[src/sv/grdc_pkg.sv]
// shared constants and types of the grid ray door caster
package grdc_pkg;

    localparam int MAP_SIDE      = 64;
    localparam int CELL_W        = 6;
    localparam int FRAC_BITS     = 16;
    localparam int SCREEN_HEIGHT = 512;
    localparam int WALK_LIMIT    = 2 * (64 + MAP_SIDE + 2);
    localparam int DIV_W         = 38;

    localparam logic [31:0]      DIST_MAX     = 32'hFFFF_FFFF;
    localparam logic [12:0]      STRIP_MAX    = 13'd5120;
    localparam logic [DIV_W-1:0] DIV_DELTA    = 38'h00_4000_0000;
    localparam logic [DIV_W-1:0] DIV_STRIP    = 38'h00_0200_0000;

    // register indexes
    localparam logic [2:0] REG_POS_X   = 3'd0;
    localparam logic [2:0] REG_POS_Y   = 3'd1;
    localparam logic [2:0] REG_DIR_X   = 3'd2;
    localparam logic [2:0] REG_DIR_Y   = 3'd3;
    localparam logic [2:0] REG_PLANE_X = 3'd4;
    localparam logic [2:0] REG_PLANE_Y = 3'd5;
    localparam logic [2:0] REG_GRID_W  = 3'd6;
    localparam logic [2:0] REG_GRID_H  = 3'd7;

    localparam logic       CMD_CAST  = 1'b0;
    localparam logic       CMD_WRITE = 1'b1;
    localparam logic       HIT_DOOR  = 1'b0;
    localparam logic       HIT_OUT   = 1'b1;
    localparam logic [1:0] FACE_X    = 2'd0;
    localparam logic [1:0] FACE_Y    = 2'd1;
    localparam logic [1:0] FACE_OUT  = 2'd2;

    typedef struct packed {
        logic             start;
        logic [DIV_W-1:0] dividend;
        logic [31:0]      divisor;
    } t_div_req;

    typedef struct packed {
        logic             busy;
        logic             done;
        logic [DIV_W-1:0] quot;
    } t_div_rsp;

    typedef struct packed {
        logic                rd;
        logic                wr;
        logic [CELL_W-1:0]   row;
        logic [MAP_SIDE-1:0] wdata;
    } t_mem_req;

endpackage

[src/sv/grdc_door_mem.sv]
// door map memory, one row of cells per word, cleared row by row after reset
module grdc_door_mem (
    input  logic                               i_clk,
    input  logic                               i_rst_n,
    input  grdc_pkg::t_mem_req                 i_req,
    output logic [grdc_pkg::MAP_SIDE-1:0]      o_rdata,
    output logic                               o_busy
);
    localparam int RW = grdc_pkg::CELL_W;
    localparam int DW = grdc_pkg::MAP_SIDE;

    logic [DW-1:0] mem [0:DW-1];
    logic          r_clr;
    logic [RW-1:0] r_clr_row;
    logic [DW-1:0] r_rdata;

    logic          we;
    logic [RW-1:0] waddr;
    logic [DW-1:0] wdata;

    assign we    = r_clr || i_req.wr;
    assign waddr = r_clr ? r_clr_row : i_req.row;
    assign wdata = r_clr ? '0 : i_req.wdata;

    always_ff @(posedge i_clk) begin
        if (!i_rst_n) begin
            r_clr     <= 1'b1;
            r_clr_row <= '0;
        end else if (r_clr) begin
            r_clr_row <= r_clr_row + 1'b1;
            if (r_clr_row == RW'(DW - 1)) r_clr <= 1'b0;
        end
    end

    always_ff @(posedge i_clk) begin
        if (we) mem[waddr] <= wdata;
        if (i_req.rd) r_rdata <= mem[i_req.row];
    end

    assign o_rdata = r_rdata;
    assign o_busy  = r_clr;
endmodule

[config.mk]
export PLATFORM = sky130hd
export DESIGN_NAME = grdc_door_mem
export DESIGN_NICKNAME = d
export VERILOG_FILES = /design/src/sv/grdc_pkg.sv /design/src/sv/grdc_door_mem.sv
export SDC_FILE = /design/constraint.sdc
export NUM_CORES = 2
export LEC_CHECK = 0
export ABC_CLOCK_PERIOD_IN_PS = 6300
export BUFFER_PORTS_ARGS = -buffer_cell sky130_fd_sc_hd__buf_2
export CAP_MARGIN = 25
export CORE_UTILIZATION = 35
export DETAILED_ROUTE_END_ITERATION = 7
export HOLD_SLACK_MARGIN = 0.06
export PLACE_DENSITY = 0.6
export SYNTH_ARGS = -nofsm -noshare
export SYNTH_HDL_FRONTEND = slang
export SYNTH_SLANG_ARGS = --single-unit
export TNS_END_PERCENT = 50
[constraint.sdc]
create_clock -name i_clk -period 6.3 [get_ports i_clk]
set_input_delay 1.575 -clock i_clk [delete_from_list [all_inputs] [get_ports i_clk]]
set_output_delay 1.575 -clock i_clk [all_outputs]
set_load 0.005 [all_outputs]
---- Word level (Yosys, flattened, before mapping) ----
Memory sizes are Yosys's and may differ from the RTL's. A register that Yosys moved wholly into a read port is not among the register bits.
Index checks and enable logic that the tools add are counted.
storage, ports and cells
  memories ................................ 1
  flip-flop bits (word level) ............. 7
  memory bits (writable) .................. 4096
  output and inout port bits .............. 65
  bits in latches ......................... 0
  ROM bits ................................ 0
  logic and storage cells ................. 12
memories
  name  words  bits a word  read ports  clocked after memory_dff  wr ports  line                 text
  mem   64     64           1           1                         1         grdc_door_mem.sv:12  logic [DW-1:0] mem [0:DW-1];
operators by class
  reduce and logical (&&, ||, !) cells .... 1
  magnitude comparators ................... 0
  multiply operators ...................... 0
  bitwise gates (word level) .............. 0
  mux-type cells .......................... 6
  shift operators ......................... 0
  add/sub/neg operators ................... 1
  equal/unequal tests ..................... 1
  div/mod/pow operators ................... 0
operators with widths
  operator               number
  $mux W64               1
  $add A6 B1 Y6 const B  1
  $eq A6 B6 Y1 const B   1
  $mux W6                1
  $mux W1                4
  $logic_or A1 B1 Y1     1

---- Longest topological paths before layout ----
  depth after elaboration ................. 3
  mapped depth ............................ 10
  gate-level depth less buffers ........... 5

---- Worst setup path after synthesis ----
OpenSTA, ideal clock, no wires.
  path type ............................... input -> register
  from .................................... input port i_req[64] in the netlist's numbering
  to ...................................... memory mem[38][0] in the netlist's numbering (enable)
  stages on the path ...................... 8
  path buffers ............................ 5
  data required time ...................... 5813 ps
  library setup time ...................... 487 ps
  setup slack ............................. 270 ps
  data arrival time ....................... 5544 ps
  path through ............................ buf_6 -> buf_6 -> buf_4 -> buf_4 -> clkbuf_1 -> o22ai_1 -> nand2_1 -> nor2_1
on the way
  word-level cells in the longest chain between the ends .. 1
ends and longest elaborated chain
  element      line                 text
  from (decl)  grdc_door_mem.sv:5   input grdc_pkg::t_mem_req i_req,
  $mux W6      grdc_door_mem.sv:22  assign waddr = r_clr ? r_clr_row : i_req.row;
  to (decl)    grdc_door_mem.sv:12
Every way passes these cells.

==> results.toml <==
[sta]
finalHoldViolations = 0
worstMarginPinSlew_ns = 1.16
setup_viol_count_final = 0
relSlewSlack = 0.228
min_period_ns = 4.38
fin_crit_sh = 0.696
rsz0062_at_grt = "no"
skew_ns = 0.0808
timing.fmax_mhz = 228
final_max_slew_viol_count = 0
whs_ns = 0.589
setup_tns_ns = 0

[routing]
ant_nets = 0
wl_per_cell_um = 31.8
viasPerCell = 5.60
remaining_drc_errors = 0
drtIter0Drc = 9238
dr.pass1.iters = 6
drt-total-wl_um = 434000
vias = 76345

[finish]
design_area_sq_mm = 0.182
ff_latch_area_sq_mm = 0.125
layout-drive-gt1-share = 0.286
final_nets = 7432
fillCellCount = 38914
area_growth_pct = 15.0
multiInputGateArea_sq_mm = 0.0321

[global_route]
grt_max_degree = 86
antenna_found_initial = 28
gr-total-overflow = 0
grt_pass1_vias = 78502
grt_pass1_wl_um = 606000
grt_util_all_layers = 0.188

[clocking]
cts_setup_buffers = 0
insertion_delay_ns = 0.95
ctsHoldBuffers = 0
cts_resized = 0
cts_root_buf = "clkbuf_16"
path_clk_slew_ns = 0.07
cts.sinks = 4167
h-tree-depth = 5
cts_inserted_buffers = 397
cts_tree = "done"
clock_path_buffers = 4

[min_path]
min_to = "o_busy"
hold_class = "flip-flop to flip-flop"
hold_depth = 3
hold_start = "r_clr_row[5]"

[floorplanning]
io_pins = 139
die_w_um = 674
dieHeight_um = 674
coreArea_sq_mm = 0.449
die-area_sq_mm = 0.455
num_rows = 246
start_util = 0.352

[yosys]
synth_cell_type_count = 45
ys_async_sr_fraction = 0
ys_warn_count = 0
synth_most_common_cell = "edfxtp_1"
synth_area_sq_mm = 0.158
synth_nets = 6985
ys_top_cells_by_area = "edfxtp_1 (79%), mux4_2 (15%), mux2i_1 (0.89%), a22oi_1 (0.61%), nand3_1 (0.57%)"
yosysSeqAreaShare = 0.791
synthTopCellsByCount = "edfxtp_1 (4160), mux4_2 (1024), nand2_1 (207), nand3_1 (179), clkbuf_1 (162)"
syn-instance-count = 6910
postSynthAreaPerCell_sq_um = 22.9
synth_top_area_share = 0.790
ys_seq_elements = 4167
yosys.area.top_type = "edfxtp_1"
synth_edf_count = 4160
synthFlopType = "edfxtp_1"

[critical_path]
worst-path-max-fanout = 69
required_ns = 6.91
r2r-start = "o_busy"
arrival_ns = 4.99
crit_type = "input port to flip-flop"
reg2reg_depth = 5
start_kind = "input port"
r2r_setup_slack_ns = 2.65
r2r-end = "mem[44][51]"
worstSetupEndpointType = "flip-flop"

[outcome]
outcome = "complete, no violations"

[power_and_ir_drop]
p_leak_nw = 57.3
powerDensity_mw_per_mm2 = 313
peakVddDrop_mv = 0.230

[placement]
gp_congestion = 0.786
dp_hpwl_um = 238000
io_buffers = 138
placed_area_sq_mm = 0.169

[flow_run]
drv_cap = 0
[cell families (layout without fill, tap and decap cells)]
logic type / Yosys count / in the layout / share of synthesized area
other cells: 0 / 7 / 0
xor+xnor: 4 / 4 / 0.000222
buf+inv: 415 / 1183 / 0.0131
compound gates: 417 / 417 / 0.0185
flops: 4167 / 4167 / 0.791
fa+ha+maj: 1 / 1 / 0.0000791
mux: 1165 / 1165 / 0.155
simple gates: 741 / 741 / 0.0228
[per-stage QoR]
| stage | worst slack, ns | utilization | std cells | total power [mW] |
|---|---|---|---|---|
| after global placement | 0.993 | 0.375 | 12903 | 33.3 |
| final | 1.92 | 0.405 | 13637 | 57.0 |
| after CTS | 1.99 | 0.405 | 13628 | 57.3 |
| after floorplan | 0.270 | - | 6910 | 32.3 |
| after global routing | 1.86 | 0.405 | 13632 | 58.4 |
| after detailed placement | 1.02 | 0.375 | 12908 | 33.3 |
[how the worst max path moves through the flow]
stage	start	endpoint	cells after the start	slack, ns
final	i_req[64]	o_rdata[52]	7	1.92
after global routing	i_req[64]	o_rdata[52]	7	1.86
after CTS	i_req[64]	o_rdata[52]	7	1.99
after detailed placement	i_req[64]	o_rdata[52]	7	1.02
after global placement	i_req[64]	o_rdata[52]	7	0.99
after floorplan	i_req[64]	mem[38][0]	8	0.27
[layout make-up]
type / count / share of cell area
inverters: 21 / 0.000433
clock inverters: 261 / 0.0155
repair buffers: 442 / 0.0221
diodes: 7 / 0.0000963
flip-flops and latches: 4167 / 0.688
clock buffers: 459 / 0.0570
well taps: 5952 / 0.0409
multi-input cells: 2328 / 0.176
[layer usage]
metal | wire length (um) | up-vias | track usage
met5 | 26 | - | 0
met4 | 15800 | 4 | 0.0639
met3 | 33200 | 682 | 0.0293
met2 | 216000 | 3539 | 0.319
met1 | 169000 | 41778 | 0.246
li1 | - | 30342 | -
[critical path, stage by stage]
cell and delay (ns):
buf_12 0.38, buf_4 0.57, nand2_2 0.76, buf_4 0.43
o21a_1 0.19, a31oi_1 0.60, nor2_1 0.15
[cell usage in the layout, fill, tap and decap left out, types with 6 or more instances in the layout]
| cell type | instances |
|---|---|
| edfxtp_1 | 4160 |
| mux4_2 | 1024 |
| clkbuf_16 | 406 |
| buf_4 | 227 |
| nand2_1 | 204 |
| nand3_1 | 179 |
| mux2i_1 | 140 |
| buf_2 | 133 |
| a22oi_1 | 129 |
| o22ai_1 | 84 |
| nand4_1 | 83 |
| clkinv_1 | 82 |
| clkinv_2 | 80 |
| buf_12 | 75 |
| nor2b_4 | 66 |
| nor2_4 | 66 |
| bufinv_16 | 55 |
| clkbuf_1 | 53 |
| nor2_1 | 49 |
| o21ai_1 | 45 |
| a31oi_1 | 44 |
| o221ai_1 | 36 |
| or3_1 | 30 |
| o21a_1 | 25 |
| clkinvlp_4 | 24 |
| nor2b_1 | 21 |
| inv_1 | 21 |
| a211oi_1 | 19 |
| and3_1 | 19 |
| a2bb2oi_1 | 19 |
| inv_6 | 9 |
| diode_2 | 7 |
| nand2b_1 | 6 |
| dfxtp_1 | 6 |
[report_power, final]
part	internal [mW]	total [mW]	switching, mW	leakage (nW)
Combinational	0.934	2.29	1.36	12.1
Sequential	30.3	30.4	0.114	38.8
Clock	14.0	24.3	10.3	6.41
[sequential cells by signal, indices dropped and copies added (netlist names)]
register / count
o_busy: 1
r_clr_row: 6
mem: 4096
o_rdata: 64
Note: power is estimated with default switching activity, not from simulation.
