### src/sv/grdc_pkg.sv
// shared constants and types of the grid ray door caster
package grdc_pkg;

    localparam int MAP_SIDE      = 64;
    localparam int CELL_W        = 6;
    localparam int FRAC_BITS     = 16;
    localparam int SCREEN_HEIGHT = 512;
    localparam int WALK_LIMIT    = 2 * (64 + MAP_SIDE + 2);
    localparam int DIV_W         = 38;

    localparam logic [31:0]      DIST_MAX     = 32'hFFFF_FFFF;
    localparam logic [12:0]      STRIP_MAX    = 13'd5120;
    localparam logic [DIV_W-1:0] DIV_DELTA    = 38'h00_4000_0000;
    localparam logic [DIV_W-1:0] DIV_STRIP    = 38'h00_0200_0000;

    // register indexes
    localparam logic [2:0] REG_POS_X   = 3'd0;
    localparam logic [2:0] REG_POS_Y   = 3'd1;
    localparam logic [2:0] REG_DIR_X   = 3'd2;
    localparam logic [2:0] REG_DIR_Y   = 3'd3;
    localparam logic [2:0] REG_PLANE_X = 3'd4;
    localparam logic [2:0] REG_PLANE_Y = 3'd5;
    localparam logic [2:0] REG_GRID_W  = 3'd6;
    localparam logic [2:0] REG_GRID_H  = 3'd7;

    localparam logic       CMD_CAST  = 1'b0;
    localparam logic       CMD_WRITE = 1'b1;
    localparam logic       HIT_DOOR  = 1'b0;
    localparam logic       HIT_OUT   = 1'b1;
    localparam logic [1:0] FACE_X    = 2'd0;
    localparam logic [1:0] FACE_Y    = 2'd1;
    localparam logic [1:0] FACE_OUT  = 2'd2;

    typedef struct packed {
        logic             start;
        logic [DIV_W-1:0] dividend;
        logic [31:0]      divisor;
    } t_div_req;

    typedef struct packed {
        logic             busy;
        logic             done;
        logic [DIV_W-1:0] quot;
    } t_div_rsp;

    typedef struct packed {
        logic                rd;
        logic                wr;
        logic [CELL_W-1:0]   row;
        logic [MAP_SIDE-1:0] wdata;
    } t_mem_req;

endpackage

### src/sv/grdc_div.sv
// radix-2 restoring divider, one quotient bit per cycle
module grdc_div (
    input  logic                i_clk,
    input  logic                i_rst_n,
    input  grdc_pkg::t_div_req  i_req,
    output grdc_pkg::t_div_rsp  o_rsp
);
    localparam int W = grdc_pkg::DIV_W;

    logic         r_busy;
    logic         r_done;
    logic [5:0]   r_cnt;
    logic [31:0]  r_rem;
    logic [31:0]  r_div;
    logic [W-1:0] r_quo;

    logic [32:0] trial;
    logic [32:0] diff;
    logic        ge;

    assign trial = {r_rem, r_quo[W-1]};
    assign diff  = trial - {1'b0, r_div};
    assign ge    = trial >= {1'b0, r_div};

    always_ff @(posedge i_clk) begin
        if (!i_rst_n) begin
            r_busy <= 1'b0;
            r_done <= 1'b0;
            r_cnt  <= '0;
        end else begin
            r_done <= 1'b0;
            if (i_req.start && !r_busy) begin
                r_busy <= 1'b1;
                r_cnt  <= '0;
            end else if (r_busy) begin
                r_cnt <= r_cnt + 6'd1;
                if (r_cnt == 6'(W - 1)) begin
                    r_busy <= 1'b0;
                    r_done <= 1'b1;
                end
            end
        end
    end

    always_ff @(posedge i_clk) begin
        if (i_req.start && !r_busy) begin
            r_quo <= i_req.dividend;
            r_div <= i_req.divisor;
            r_rem <= '0;
        end else if (r_busy) begin
            r_rem <= ge ? diff[31:0] : trial[31:0];
            r_quo <= {r_quo[W-2:0], ge};
        end
    end

    assign o_rsp.busy = r_busy;
    assign o_rsp.done = r_done;
    assign o_rsp.quot = r_quo;
endmodule

### config.mk
export PLATFORM = sky130hd
export DESIGN_NAME = grdc_div
export DESIGN_NICKNAME = d
export VERILOG_FILES = /design/src/sv/grdc_pkg.sv /design/src/sv/grdc_div.sv
export SDC_FILE = /design/constraint.sdc
export NUM_CORES = 1
export LEC_CHECK = 0
export BUFFER_PORTS_ARGS = -buffer_cell sky130_fd_sc_hd__buf_2
export CAP_MARGIN = 0
export CORE_MARGIN = 2
export CORE_UTILIZATION = 60
export DETAILED_ROUTE_END_ITERATION = 10
export GPL_TIMING_DRIVEN = 0
export PLACE_DENSITY = 0.81
export SLEW_MARGIN = 15
export SYNTH_ARGS = -nofsm -noshare
export SYNTH_HDL_FRONTEND = slang
export SYNTH_SLANG_ARGS = --single-unit
### constraint.sdc
create_clock -name i_clk -period 3.9 [get_ports i_clk]
set_clock_uncertainty 0.05 [all_clocks]
set_input_delay 0 -clock i_clk [delete_from_list [all_inputs] [get_ports i_clk]]
set_output_delay 0 -clock i_clk [all_outputs]
set_load 0.05 [all_outputs]
======== After elaboration in Yosys (flattened, before gate mapping) ========
Index checks and enable logic that the tools add are counted.
storage, ports and cells
  input port bits ......................... 73
  logic and storage cells ................. 24
  bits in registers ....................... 110
  output and inout port bits .............. 40
cells by class
  reduce and logical (&&, ||, !) cells .... 5
  add/sub/neg operators ................... 2
  order comparisons ....................... 1
  muxes and demuxes ....................... 7
  equality and inequality tests ........... 1
  bitwise logic cells ..................... 2
operators by type and width
  operator               number
  $mux W38               2
  $ge A33 B32 Y1         1
  $mux W32               1
  $sub A32 B32 Y32       1
  $add A6 B1 Y6 const B  1
  $eq A6 B6 Y1 const B   1
  $mux W1                4
  $reduce_or A3 Y1       1
  $not A1 Y1             2
  $reduce_bool A2 Y1     1
  $reduce_or A2 Y1       1
  $logic_and A1 B1 Y1    1
  $logic_not A1 Y1       1

======== Depth between registers and ports, before layout ========
  depth after elaboration ................. 4
  mapped depth ............................ 13
  depth with buffers taken out ............ 11

======== Worst setup path after synthesis ========
No wires, ideal clock.
  kind .................................... flip-flop to flip-flop
  start ................................... reg r_quo[37]
  end ..................................... reg r_rem[13]
  arrival time ............................ 2.768 ns
  buffers on the path ..................... 2
  data required time ...................... 3.716 ns
  period minus slack after synthesis ...... 2.951 ns
  stages on the path, launching flop included .. 13
  slack ................................... 0.949 ns
  library setup time ...................... 0.134 ns
  cell sequence ........................... edfxtp_1 -> inv_1 -> ha_1 -> nand2b_1 -> a21oi_1 -> o21ai_1 -> nor3b_2 -> o41ai_4 -> a21o_1 -> buf_4 -> buf_4 -> mux2i_1 -> o22ai_1
on the way
  longest elaborated chain between the ends .. 2
  elaborated cells between the ends (all ways) .. 3
  those cells by class .................... add/sub (1); order compare (1); mux (1)
RTL lines
  what                                                       line                            RTL
  from (decl)                                                grdc_div.sv:15                  logic [W-1:0] r_quo;
  from (signal assigned)                                     grdc_div.sv:47                  r_quo <= i_req.dividend;
  from (signal assigned)                                     grdc_div.sv:52                  r_quo <= {r_quo[W-2:0], ge};
  $sub A32 B32 Y32 / $ge A33 B32 Y1 (equally long branches)  grdc_div.sv:22, grdc_div.sv:23
  $mux W32 (*)                                               grdc_div.sv:51                  r_rem <= ge ? diff[31:0] : trial[31:0];
  to (signal assigned)                                       grdc_div.sv:51
  to (decl)                                                  grdc_div.sv:13                  logic [31:0] r_rem;
Mark *: on every way between the ends. The rest lies on a longest branch, timed or not.
A chain may end at the register's enable or synchronous reset.

======== Worst setup path after layout ========
  start ................................... reg r_div[8]
  end ..................................... reg r_quo[0], data pin
on the way
  longest elaborated chain between the ends .. 3
RTL lines
  what                    line            RTL
  from (decl)             grdc_div.sv:14  logic [31:0] r_div;
  from (signal assigned)  grdc_div.sv:48  r_div <= i_req.divisor;
  $ge A33 B32 Y1          grdc_div.sv:23  assign ge = trial >= {1'b0, r_div};
  $mux W38                grdc_div.sv:50  end else if (r_busy) begin
  $mux W38                grdc_div.sv:46  if (i_req.start && !r_busy) begin
No other way between the ends. The select of a mux whose other input is x is not followed.

==> results.md <==
- Status: finished clean
- EDFF count, synth: 70
- Hold Vio Cnt, Final: 0
- Hold path endpoint: r_div[31]
- Worst path bufs/invs: 3
- Post-Syn Instances: 665
- Avg Cell Area, Syn: 9.32 um2
- Routability cong.: 0.928
- Distinct cells, synth: 59
- Slew @ Worst Pin: 0.813 ns
- Vias in the first global route: 5903
- Net Count, Synth: 773
- CTS Sinks: 110
- Worst path top cell family by delay: compound AO/OA/AOI/OAI gates
- Tmin final: 3.27 ns
- Routed Antenna Nets: 0
- Crit. End Element: register
- R2R cell count: 11
- I/O pin count: 113
- First-pass iteration count of the detailed router: 7
- Final Slew Violations: 0
- WL final: 17500 um
- DRC Markers: 0
- DIE WIDTH: 106 um
- PwrDens: 628 nW/um2
- Critical Path Fanout Max: 10
- Initial DRC count: 341
- Most numerous cell in the Yosys netlist: nand2_1
- P_int: 0.00276 W
- CP peak stage delay: 0.48 ns
- CTS Root Cell: clkbuf_8
- FF+latch count, synth: 110
- Critical path's slowest cell: clkbuf_1
- Antenna violations before repair: 0
- Via/cell ratio: 5.78
- Largest net degree at the start of global routing: 40
- CP Cell Sequence: inv_1, ha_1, buf_2, a41oi_1, o21ai_1, o21bai_1, nor3b_2, o41ai_4, a21oi_1, clkbuf_1, a21oi_1
- Setup Crit Path Kind: reg -> reg
- Fillers: 679
- First-pass GRT wire length: 28100 um
- Beginning of the worst hold path: i_req[31]
- WL/cell: 17.5 um
- Hold path cells: 2
- CP startpoint: r_div[8]
- Comb pwr share: 0.522
- Post-CTS Setup Bufs: 0
- Hold crit path type: in -> reg
- Total core area: 10200 um2
- Slew HR: 0.457
- Sequential share of power: 0.337
- Starting Density: 0.609
- NetSw: 0.00219 W
- Post-synthesis sequential area ratio: 0.468
- Nets: 969
- Maxcap violations: 0
- Non-Filler Instances: 1002
- Worst vdd ir: 0.000467 V
- R2r setup slk: 0.63 ns
- Ant diodes: 0
- CTS max path bufs: 2
- Inserted Clock Buffers: 9
- Switching share of power: 0.443
- Clk pwr share: 0.141
- Synthesis-to-finish area growth: 26.9%
- Yosys top cell area share: 0.339
- Largest area contributor in the netlist: edfxtp_1
- Die Span Y: 106 um
- R2r endpoint: r_quo[0]
- CTS tree: done
- H-Tree Level Count: 3
- I/O Buffers: 112
- Gr usage total: 0.321
- CP dominant cell by count: a21oi_1
- Post-synth top flop: edfxtp_1
- Fraction of layout cells with a size suffix above 1: 0.176
- Sum of negative setup slack: 0 ns
- Setup violations, final: 0
- Ranking of synthesized cells by area: edfxtp_1 34%, dfxtp_1 13%, nand2_1 9.7%, ha_1 6.9%, mux2i_1 3.4%
- Clk_lat worst skew: 0.40 ns
- Crit share post-route: 0.840
- R2R Path Start: r_div[8]
- Post-Syn Area: 6200 um2
- DP Cell Count: 914
- Post-DP HPWL: 11000 um
- RSZ-0062 raised after global routing: false
- Crit start category: register
- CP required: 4.00 ns
- Crit path DAT: 3.37 ns
- Fraction of registers with async set/reset: 0
- Via count: 5790
- Die area: 11200 um2
- Static Leak: 3.57 nW
- Total grt overflow: 0
- Most instantiated cells after synthesis: 160 x nand2_1, 70 x edfxtp_1, 48 x inv_1
- YS warnings: 0
- Fmax: 0.305 GHz
- WP depth: 11
- Clock-pin transition on the worst setup and hold timing paths: 0.12 ns
- Row cnt: 37
-- layout make-up --
| type | instances | area, um2 | share of cell area |
|---|---|---|---|
| clock inverter | 6 | 51.3 | 0.00652 |
| sequential | 110 | 2900 | 0.369 |
| timing repair buffer | 185 | 1310 | 0.166 |
| tap | 136 | 170 | 0.0216 |
| buffer | 34 | 159 | 0.0202 |
| multi-input combinational | 473 | 2960 | 0.376 |
| inverter | 48 | 180 | 0.0229 |
| clock buffer | 10 | 138 | 0.0175 |
-- cells in the final DEF, fill, tap and decap left out, drive strengths merged, types with 5 or more instances in the layout --
| cell | instances |
|---|---|
| o22ai | 11 |
| a21o | 14 |
| nand3 | 8 |
| nand2b | 5 |
| buf | 123 |
| nand2 | 162 |
| clkbuf | 34 |
| xor2 | 14 |
| dlygate4sd3 | 72 |
| o21ai | 33 |
| a21oi | 38 |
| nor2 | 24 |
| dfxtp | 40 |
| edfxtp | 70 |
| nand4 | 13 |
| o21bai | 5 |
| mux2i | 21 |
| a31oi | 10 |
| ha | 34 |
| inv | 52 |
| a32oi | 7 |
| xnor2 | 17 |
-- stage by stage --
stage / instance area [um2] / hold slack [ns] / utilization / total power, W / setup WS, ns
floorplan: 6200 / 0.0489 / - / 0.00358 / 0.949
global placement: 6930 / 0.126 / 0.680 / 0.00406 / 0.763
detailed placement: 6960 / 0.128 / 0.683 / 0.00413 / 0.684
CTS: 7870 / 0.229 / 0.772 / 0.00488 / 0.671
global route: 7870 / 0.238 / 0.772 / 0.00523 / 0.472
finish: 7870 / 0.243 / 0.772 / 0.00494 / 0.626
-- power by group through the flow --
stage,combinational [W],sequential [W],clock [W]
after global routing,0.00281,0.00169,0.000737
after global placement,0.00239,0.00167,0
after floorplan,0.00175,0.00184,0
final,0.00258,0.00167,0.000698
after detailed placement,0.00245,0.00168,0
after CTS,0.00252,0.00166,0.000703
-- logic make-up (layout without fill, tap and decap cells) --
logic type	Yosys count	in the layout	share of synthesized area
adders and majority gates	35	35	0.0719
and+or+nand+nor	239	239	0.168
AOI/OAI and AO/OA	146	146	0.158
buffers and inverters	82	283	0.0545
muxes	22	22	0.0357
xor gates and xnor gates	31	31	0.0438
DFF	110	110	0.468
-- routing by layer --
layer / vias up / global-route usage / share of wire
met4: 0 / 0.120 / 0.031
met3: 54 / 0.0761 / 0.080
met2: 272 / 0.557 / 0.49
li1: 2726 / - / -
met5: - / 0 / 0
met1: 2738 / 0.389 / 0.40
-- repair_timing --
| action | in CTS | in global routing |
|---|---|---|
| gates resized for setup | 0 | 0 |
| endpoints found under the hold margin | 80 | 0 |
| hold buffers | 72 | 0 |
-- worst max-delay path by stage --
stage | to | slack, ns
6_report | r_quo[0] | 0.63
5_1_grt | r_rem[20] | 0.47
4_1_cts | r_quo[0] | 0.67
3_5_place_dp | r_quo[0] | 0.68
3_3_place_gp | r_quo[0] | 0.76
2_1_floorplan | r_rem[13] | 0.95
-- state kept, by name, indices dropped and copies added (netlist names) --
register	count
r_rem	32
r_quo	38
r_done	1
r_busy	1
r_div	32
r_cnt	6
(Power assumes the default switching activity.)
